[src/hw/rtl/dual_biquad_notch_filter_assert.svh]
// Assertion macros shared by the filter modules.
// Each macro takes a label, the clock, the reset, an antecedent and a consequent.
`ifndef DUAL_BIQUAD_NOTCH_FILTER_ASSERT_SVH
`define DUAL_BIQUAD_NOTCH_FILTER_ASSERT_SVH

`ifndef SYNTHESIS

`define DBNF_ASSERT_IMP(label, clk, rst, ante, cons) \
   label: assert property (@(posedge clk) disable iff (rst) (ante) |-> (cons)) \
      else $error("dual biquad notch filter: same-cycle check failed");

`define DBNF_ASSERT_NXT(label, clk, rst, ante, cons) \
   label: assert property (@(posedge clk) disable iff (rst) (ante) |=> (cons)) \
      else $error("dual biquad notch filter: next-cycle check failed");

`else

`define DBNF_ASSERT_IMP(label, clk, rst, ante, cons)

`define DBNF_ASSERT_NXT(label, clk, rst, ante, cons)

`endif

`endif

[src/hw/rtl/dbnf_pkg.sv]
`default_nettype none

package dbnf_pkg;

   localparam int SAMPLE_BITS    = 12;
   localparam int HIST_BITS      = 24;
   localparam int CSR_INDEX_BITS = 3;

   localparam logic [1:0] ACT_SAMPLE     = 2'd0;
   localparam logic [1:0] ACT_CLEAR_REC  = 2'd1;
   localparam logic [1:0] ACT_CLEAR_LIVE = 2'd2;

   localparam logic [CSR_INDEX_BITS-1:0] CSR_COEF_B0 = 3'd0;
   localparam logic [CSR_INDEX_BITS-1:0] CSR_COEF_B1 = 3'd1;
   localparam logic [CSR_INDEX_BITS-1:0] CSR_COEF_B2 = 3'd2;
   localparam logic [CSR_INDEX_BITS-1:0] CSR_COEF_A1 = 3'd3;
   localparam logic [CSR_INDEX_BITS-1:0] CSR_COEF_A2 = 3'd4;

   // Default notch: 50 Hz at a 200 Hz sample rate.
   localparam real NOTCH_B_OUTER = 0.95125;
   localparam real NOTCH_B_MID   = 0.0;
   localparam real NOTCH_A_ONE   = 0.0;
   localparam real NOTCH_A_TWO   = 0.9025;

   typedef struct packed {
      logic [1:0]             action;
      logic [SAMPLE_BITS-1:0] raw_sample;
      logic                   lead_off_pos;
      logic                   lead_off_neg;
   } req_type;

   typedef struct packed {
      logic [SAMPLE_BITS-1:0] raw_echo;
      logic [SAMPLE_BITS-1:0] recording_value;
      logic [SAMPLE_BITS-1:0] live_value;
      logic                   lead_off_pos_out;
      logic                   lead_off_neg_out;
   } rsp_type;

   typedef struct packed {
      logic load_sample;
      logic load_clear;
      logic step_sample;
      logic step_clear;
   } sec_ctl_type;

endpackage

`default_nettype wire

[src/hw/rtl/dbnf_section.sv]
`default_nettype none

module dbnf_section #(
   parameter int COEF_FRAC_BITS  = 16,
   parameter int STATE_FRAC_BITS = 8
) (
   input  wire logic                                  clock,
   input  wire logic                                  reset,
   input  wire dbnf_pkg::sec_ctl_type                 ctl,
   input  wire logic [dbnf_pkg::SAMPLE_BITS-1:0]      sample,
   input  wire logic signed [COEF_FRAC_BITS+1:0]      coef_b0,
   input  wire logic signed [COEF_FRAC_BITS+1:0]      coef_b1,
   input  wire logic signed [COEF_FRAC_BITS+1:0]      coef_b2,
   input  wire logic signed [COEF_FRAC_BITS+1:0]      coef_a1,
   input  wire logic signed [COEF_FRAC_BITS+1:0]      coef_a2,
   output logic [dbnf_pkg::SAMPLE_BITS-1:0]           value
);

   `include "dual_biquad_notch_filter_assert.svh"

   localparam int COEF_W  = COEF_FRAC_BITS + 2;
   localparam int SB      = dbnf_pkg::SAMPLE_BITS;
   localparam int HB      = dbnf_pkg::HIST_BITS;
   localparam int PROD_W  = COEF_W + SB + 1;
   localparam int FF_W    = PROD_W + 2;
   localparam int FB_W    = COEF_W + HB;
   localparam int SUM_W   = (FF_W + STATE_FRAC_BITS > FB_W) ? FF_W + STATE_FRAC_BITS : FB_W;
   localparam int ACC_W   = SUM_W + 2;
   localparam int ROUND_S = COEF_FRAC_BITS;
   localparam int ROUND_O = COEF_FRAC_BITS + STATE_FRAC_BITS;

   localparam logic signed [ACC_W-1:0] ONE      = ACC_W'(1);
   localparam logic signed [ACC_W-1:0] HALF_S   = ONE <<< (ROUND_S - 1);
   localparam logic signed [ACC_W-1:0] HALF_O   = ONE <<< (ROUND_O - 1);
   localparam logic signed [ACC_W-1:0] HIST_MAX = (ONE <<< (HB - 1)) - ONE;
   localparam logic signed [ACC_W-1:0] HIST_MIN = -(ONE <<< (HB - 1));
   localparam logic signed [ACC_W-1:0] OUT_MAX  = (ONE <<< SB) - ONE;

   logic [SB-1:0]            xh0_ff, xh0_in, xh1_ff, xh1_in;
   logic signed [HB-1:0]     yh0_ff, yh0_in, yh1_ff, yh1_in;
   logic signed [PROD_W-1:0] pb0_ff, pb0_in, pb1_ff, pb1_in, pb2_ff, pb2_in;

   logic signed [ACC_W-1:0]  ff_sum, acc, neg_one, sum_s, sum_o, ys_full, yo_full;
   logic signed [FB_W-1:0]   fb1, fb2;
   logic signed [HB-1:0]     ys_sat;

   // Feed-forward products are formed when the sample is transferred in.
   assign pb0_in = coef_b0 * $signed({1'b0, sample});
   assign pb1_in = coef_b1 * $signed({1'b0, xh0_ff});
   assign pb2_in = coef_b2 * $signed({1'b0, xh1_ff});

   always_comb begin
      xh0_in = xh0_ff;
      xh1_in = xh1_ff;
      if (ctl.load_clear) begin
         xh0_in = '0;
         xh1_in = '0;
      end else if (ctl.load_sample) begin
         xh0_in = sample;
         xh1_in = xh0_ff;
      end
   end

   // Feedback closes within the second stage.
   assign fb1     = coef_a1 * yh0_ff;
   assign fb2     = coef_a2 * yh1_ff;
   assign ff_sum  = ACC_W'(pb0_ff) + ACC_W'(pb1_ff) + ACC_W'(pb2_ff);
   assign acc     = (ff_sum <<< STATE_FRAC_BITS) - ACC_W'(fb1) - ACC_W'(fb2);
   assign neg_one = {{(ACC_W-1){1'b0}}, acc[ACC_W-1]};
   assign sum_s   = acc + HALF_S - neg_one;
   assign sum_o   = acc + HALF_O - neg_one;
   assign ys_full = sum_s >>> ROUND_S;
   assign yo_full = sum_o >>> ROUND_O;

   always_comb begin
      if (ys_full > HIST_MAX) begin
         ys_sat = HB'(HIST_MAX);
      end else if (ys_full < HIST_MIN) begin
         ys_sat = HB'(HIST_MIN);
      end else begin
         ys_sat = HB'(ys_full);
      end
   end

   always_comb begin
      if (yo_full < 0) begin
         value = '0;
      end else if (yo_full > OUT_MAX) begin
         value = SB'(OUT_MAX);
      end else begin
         value = yo_full[SB-1:0];
      end
   end

   always_comb begin
      yh0_in = yh0_ff;
      yh1_in = yh1_ff;
      if (ctl.step_clear) begin
         yh0_in = '0;
         yh1_in = '0;
      end else if (ctl.step_sample) begin
         yh0_in = ys_sat;
         yh1_in = yh0_ff;
      end
   end

   always_ff @(posedge clock) begin
      if (reset) begin
         xh0_ff <= '0;
         xh1_ff <= '0;
         yh0_ff <= '0;
         yh1_ff <= '0;
      end else begin
         xh0_ff <= xh0_in;
         xh1_ff <= xh1_in;
         yh0_ff <= yh0_in;
         yh1_ff <= yh1_in;
      end
   end

   always_ff @(posedge clock) begin
      if (ctl.load_sample) begin
         pb0_ff <= pb0_in;
         pb1_ff <= pb1_in;
         pb2_ff <= pb2_in;
      end
   end

   `DBNF_ASSERT_NXT(a_y_cleared, clock, reset, ctl.step_clear, (yh0_ff == '0) && (yh1_ff == '0))
   `DBNF_ASSERT_NXT(a_x_cleared, clock, reset, ctl.load_clear, (xh0_ff == '0) && (xh1_ff == '0))
   `DBNF_ASSERT_NXT(a_y_shift, clock, reset, ctl.step_sample && !ctl.step_clear,
                    yh1_ff == $past(yh0_ff))

endmodule

`default_nettype wire

[config.mk]
export PLATFORM = sky130hd
export DESIGN_NAME = dbnf_section
export DESIGN_NICKNAME = d
export VERILOG_FILES = /design/src/hw/rtl/dbnf_pkg.sv /design/src/hw/rtl/dbnf_section.sv
export VERILOG_INCLUDE_DIRS = /design/src /design/src/hw/rtl
export SDC_FILE = /design/constraint.sdc
export NUM_CORES = 2
export LEC_CHECK = 0
export BUFFER_PORTS_ARGS = -buffer_cell sky130_fd_sc_hd__buf_2
export CORE_UTILIZATION = 45
export DETAILED_ROUTE_END_ITERATION = 16
export PLACE_DENSITY_LB_ADDON = 0.1
export SLEW_MARGIN = 20
export SYNTH_ARGS = -nofsm -noshare
export SYNTH_HDL_FRONTEND = slang
export SYNTH_SLANG_ARGS = --single-unit
export TNS_END_PERCENT = 1
[constraint.sdc]
create_clock -name clock -period 29.6 [get_ports clock]
set_input_delay 2.96 -clock clock [delete_from_list [all_inputs] [get_ports clock]]
set_output_delay 2.96 -clock clock [all_outputs]
set_load 0.01 [all_outputs]
[Yosys cells after proc, flatten, opt, wreduce, memory -nomap -nowiden]
Cells that the tools add are included.
Word-level totals
  register bits: 165
  output and inout port bits: 12
  logic and storage cells: 30
Cells by class
  add/sub/neg operators: 8
  $mul: 5
  $lt $le $gt $ge: 4
  multiplexer cells: 4
  reduce and logical (&&, ||, !) cells: 2
Operator list (count)
  $mul A18 B13 Y31: 3
  $sub A44 B2 Y44: 2
  $mul A18 B24 Y42: 2
  $mux W24: 2
  $add A44 B17 Y44 const B: 1
  $add A44 B25 Y44 const B: 1
  $sub A43 B42 Y44: 1
  $sub A41 B42 Y43: 1
  $add A32 B31 Y33: 1
  $add A31 B31 Y32: 1
  $gt A28 B24 Y1 const B: 1
  $lt A28 B24 Y1 const B: 1
  $mux W12: 2
  $gt A20 B13 Y1 const B: 1
  $lt A20 B1 Y1 const B: 1
  $reduce_or A2 Y1: 2

[Longest topological paths before layout]
  depth in word-level cells: 9
  gate-level depth with buffers: 58

[Worst setup path before layout]
No wires, ideal clock.
  path type: input to output
  start: in coef_a2[2]
  end: out value[0] (netlist bit)
  arrival time: 12813 ps
  slack: 13827 ps
  cell stages on the path: 41
  cell sequence: clkbuf_1 > nand2_1 > fa_1 > fa_1 > fa_1 > fa_1 > inv_1 > fa_1 > inv_1 > fa_1 > inv_1 > fa_1 > inv_1 > fa_1 > ha_1 > and3_1 > and2_1 > a221oi_2 > [5 not listed] > o21bai_1 > a21boi_0 > o41ai_1 > o21bai_1 > a21oi_1 > xor2_1 > ha_1 > clkbuf_1 > a21o_1 > a21o_1 > a221o_1 > a2111oi_0 > a311oi_1 > a41oi_1 > o211ai_1 > a2111oi_4 > buf_6 > a21oi_2
On the way
  longest elaborated chain between the ends: 7
  elaborated cells on any way between the ends: 8
RTL lines
  from (decl): RTL line dbnf_section.sv:15  | input wire logic signed [COEF_FRAC_BITS+1:0] coef_a2,
  $mul A18 B24 Y42 *: RTL line dbnf_section.sv:66  | assign fb2 = coef_a2 * yh1_ff;
  $sub A43 B42 Y44 *: RTL line dbnf_section.sv:68  | assign acc = (ff_sum <<< STATE_FRAC_BITS) - ACC_W'(fb1) - ACC_W'(fb2);
  $add A44 B25 Y44: RTL line dbnf_section.sv:71  | assign sum_o = acc + HALF_O - neg_one;
  $sub A44 B2 Y44 *: RTL line dbnf_section.sv:71
  $gt A20 B13 Y1: RTL line dbnf_section.sv:88  | end else if (yo_full > OUT_MAX) begin
  $mux W12: RTL line dbnf_section.sv:88
  $mux W12 *: RTL line dbnf_section.sv:86  | if (yo_full < 0) begin
  to (decl): RTL line dbnf_section.sv:16  | output logic [dbnf_pkg::SAMPLE_BITS-1:0] value
Mark *: on every way between the ends. The rest lies on a longest branch, timed or not.

[Final worst setup path]
  start: in coef_a2[2]
  end: out value[11] (netlist bit)
The elaborated chain is that of the path after synthesis.

==> flow_summary.json <==
{
  "cp-startpoint": "coef_a2[2]",
  "synth_top_family_by_area": "adder cells",
  "syn_nets": 9264,
  "cts_root_buffer": "clkbuf_16",
  "core_area_sq_um": 146000,
  "holdBufCountCts": 0,
  "cp_common_cell": "fa_1",
  "cpMaxStageDelayCell": "a2111oi_4",
  "tightestPinTransition_ns": 1.10,
  "clockBufferDepth": 2,
  "rows": 140,
  "io_buffers": 119,
  "final_layout_size_suffix_gt1_share_pct": 3.60,
  "worst_setup_path_start_kind": "input port",
  "final_cell_mix": "fa_1, inv_1, and2_1, nand2_1, ha_1",
  "nFillCells": 14147,
  "gp_congestion": 0.966,
  "worstRegToRegCells": 44,
  "fin_setup_tns_ns": 0,
  "syn_area_sq_um": 66500,
  "outcome": "finished clean",
  "synthAdderAreaFrac_pct": 58.3,
  "ys.flop_type": "edfxtp_1",
  "ios": 120,
  "num_vias": 45522,
  "start_util_pct": 45.5,
  "synth_cell_types": 83,
  "fin_crit_ns": 17.49,
  "critPathMaxStageDelay_ns": 0.75,
  "synth.top_cell.area_share_pct": 49.2,
  "die-area_sq_um": 149000,
  "critPathRequiredTime_ns": 26.64,
  "seq_area_sq_um": 4230,
  "max_freq_mhz": 57.2,
  "hold-path-endpoint": "yh0_ff[23]",
  "syn_to_final_growth_pct": 4.27,
  "synthArstFlopShare_pct": 0,
  "synth_compound_area_share_pct": 5.75,
  "slew_violations": 0,
  "overflow": 0,
  "crit-reg2reg-launch": "pb1_ff[1]",
  "grt_antenna_before_repair": 14,
  "min_period_over_period_pct": 59.1,
  "postCtsSetupBuffers": 0,
  "clock_latency_ns": 0.49,
  "postSynthCellCount": 7037,
  "synth.mux.area_fraction_pct": 0.768,
  "die_w_um": 386,
  "die_height_um": 386,
  "cts_tree": "built",
  "finClkSkew_ns": 0.0211,
  "seq_area_frac_synth_pct": 6.37,
  "clk_pin_slew_ns": 0.07,
  "multi_input_area_sq_um": 55000,
  "final_nets": 9133,
  "rrSetupSlack_ns": 15.73,
  "ys_top_cells_by_area": "fa_1, inv_1, ha_1, and2_1, nand2_1",
  "wl_mm": 178,
  "ys_warn_count": 0,
  "hold_start": "yh0_ff[23]",
  "synth.avg_cell_area_sq_um": 9.45,
  "critical_path_class": "in -> out",
  "rsz0062_at_grt": "no",
  "yosys.area.top_type": "fa_1",
  "numCtsBuffers": 17,
  "dp_hpwl_mm": 153,
  "grt_pass1_vias": 50699,
  "finalSetupViolCount": 0,
  "ys_ff_latch": 165,
  "rr_endpoint": "yh0_ff[0]",
  "cts.repair.resized": 0,
  "hold_class": "reg -> reg",
  "grt_max_degree": 61,
  "dr.pass1.iters": 7,
  "ant_nets": 0,
  "finalHoldViolations": 0,
  "grt_use_total_pct": 25.3,
  "cp_max_fo": 24,
  "cp-end-kind": "primary output",
  "drcViolationCount": 0,
  "synthXorXnorAreaFrac_pct": 2.64,
  "synth-edff-count": 93,
  "htree_levels": 4,
  "routed_via_density": 5.15,
  "holdPathStages": 2,
  "yosys.area_share.simple_pct": 15.2,
  "arrival_ns": 14.53,
  "grt_pass1_wl_mm": 288,
  "layout_commonest_cell": "fa_1",
  "max_slew_margin_pct": 26.5,
  "wl_per_cell_um": 20.1,
  "drt_iter0_markers": 2186,
  "drv_cap": 0,
  "clock-sinks": 165
}
[area by class of cell]
type,instances,share of cell area [%]
multi-input cells,4933,79.3
well taps,1917,3.46
clock inverters,15,0.318
diodes,3,0.0108
inverters,1618,8.76
clock buffers,17,0.614
repair buffers,171,1.43
flip-flops and latches,165,6.11
[worst max-delay path: cells and delay by family]
kind	cells	cell delay [ns]
AOI/OAI and AO/OA	20	5.15
buffers and inverters	6	0.83
adders and majority gates	10	4.80
xor gates and xnor gates	1	0.18
and+or+nand+nor	3	0.56
[cell families after synthesis]
group           after synthesis
fa+ha+maj                  2119
simple gates               1995
buf+inv                    1939
compound gates              571
xor+xnor                    197
flops                       165
mux                          51
[sequential cells by signal, summed over array words and instances (netlist names)]
register,cells
pb1_ff,31
xh1_ff,12
pb0_ff,31
pb2_ff,31
yh0_ff,24
yh1_ff,24
xh0_ff,12
[cells in the mapped netlist (12+ instances only)]
master and count:
a211oi_1 16, a21o_1 72, a21oi_1 157, and2_1 785
and3_1 28, clkbuf_1 308, dfxtp_1 72, edfxtp_1 93
fa_1 1634, ha_1 485, inv_1 1617, mux2i_1 51
nand2_1 768, nand2b_1 31, nand3_1 49, nand4_1 15
nor2_1 158, nor2b_1 69, nor3_1 47, o211ai_1 17
o21a_1 24, o21ai_0 98, o21bai_1 33, o22ai_1 23
o31ai_1 14, or2_2 14, or3_1 12, xnor2_1 145
xor2_1 50
[how the worst max path moves through the flow]
stage                      to  depth (start not counted)
floorplan            value[0]                         41
global placement    value[10]                         40
detailed placement  value[11]                         40
CTS                 value[11]                         40
global route        value[11]                         40
finish              value[11]                         40
[through the flow]
stage / hold slack, ns / setup slack [ns] / instance area [sq um] / utilization [%] / std cells
finish: 0.470 / 12.11 / 69300 / 47.4 / 8839
global route: 0.500 / 11.45 / 69300 / 47.4 / 8839
CTS: 0.468 / 12.09 / 69300 / 47.4 / 8836
detailed placement: 0.458 / 12.11 / 68700 / 47.0 / 8804
global placement: 0.454 / 12.32 / 68600 / 47.0 / 8804
floorplan: 0.544 / 13.83 / 66500 / - / 7037
[per-layer routing]
layer / vias to the layer above / global-route usage [%] / wire [um]
li1: 20627 / - / -
met1: 23860 / 32.2 / 74400
met2: 803 / 45.1 / 90900
met3: 216 / 2.08 / 5740
met4: 16 / 8.57 / 6750
met5: - / 0 / 113
Power is not shown: default switching activity piles up to over one toggle a cycle in this logic, so the estimate is an artifact.
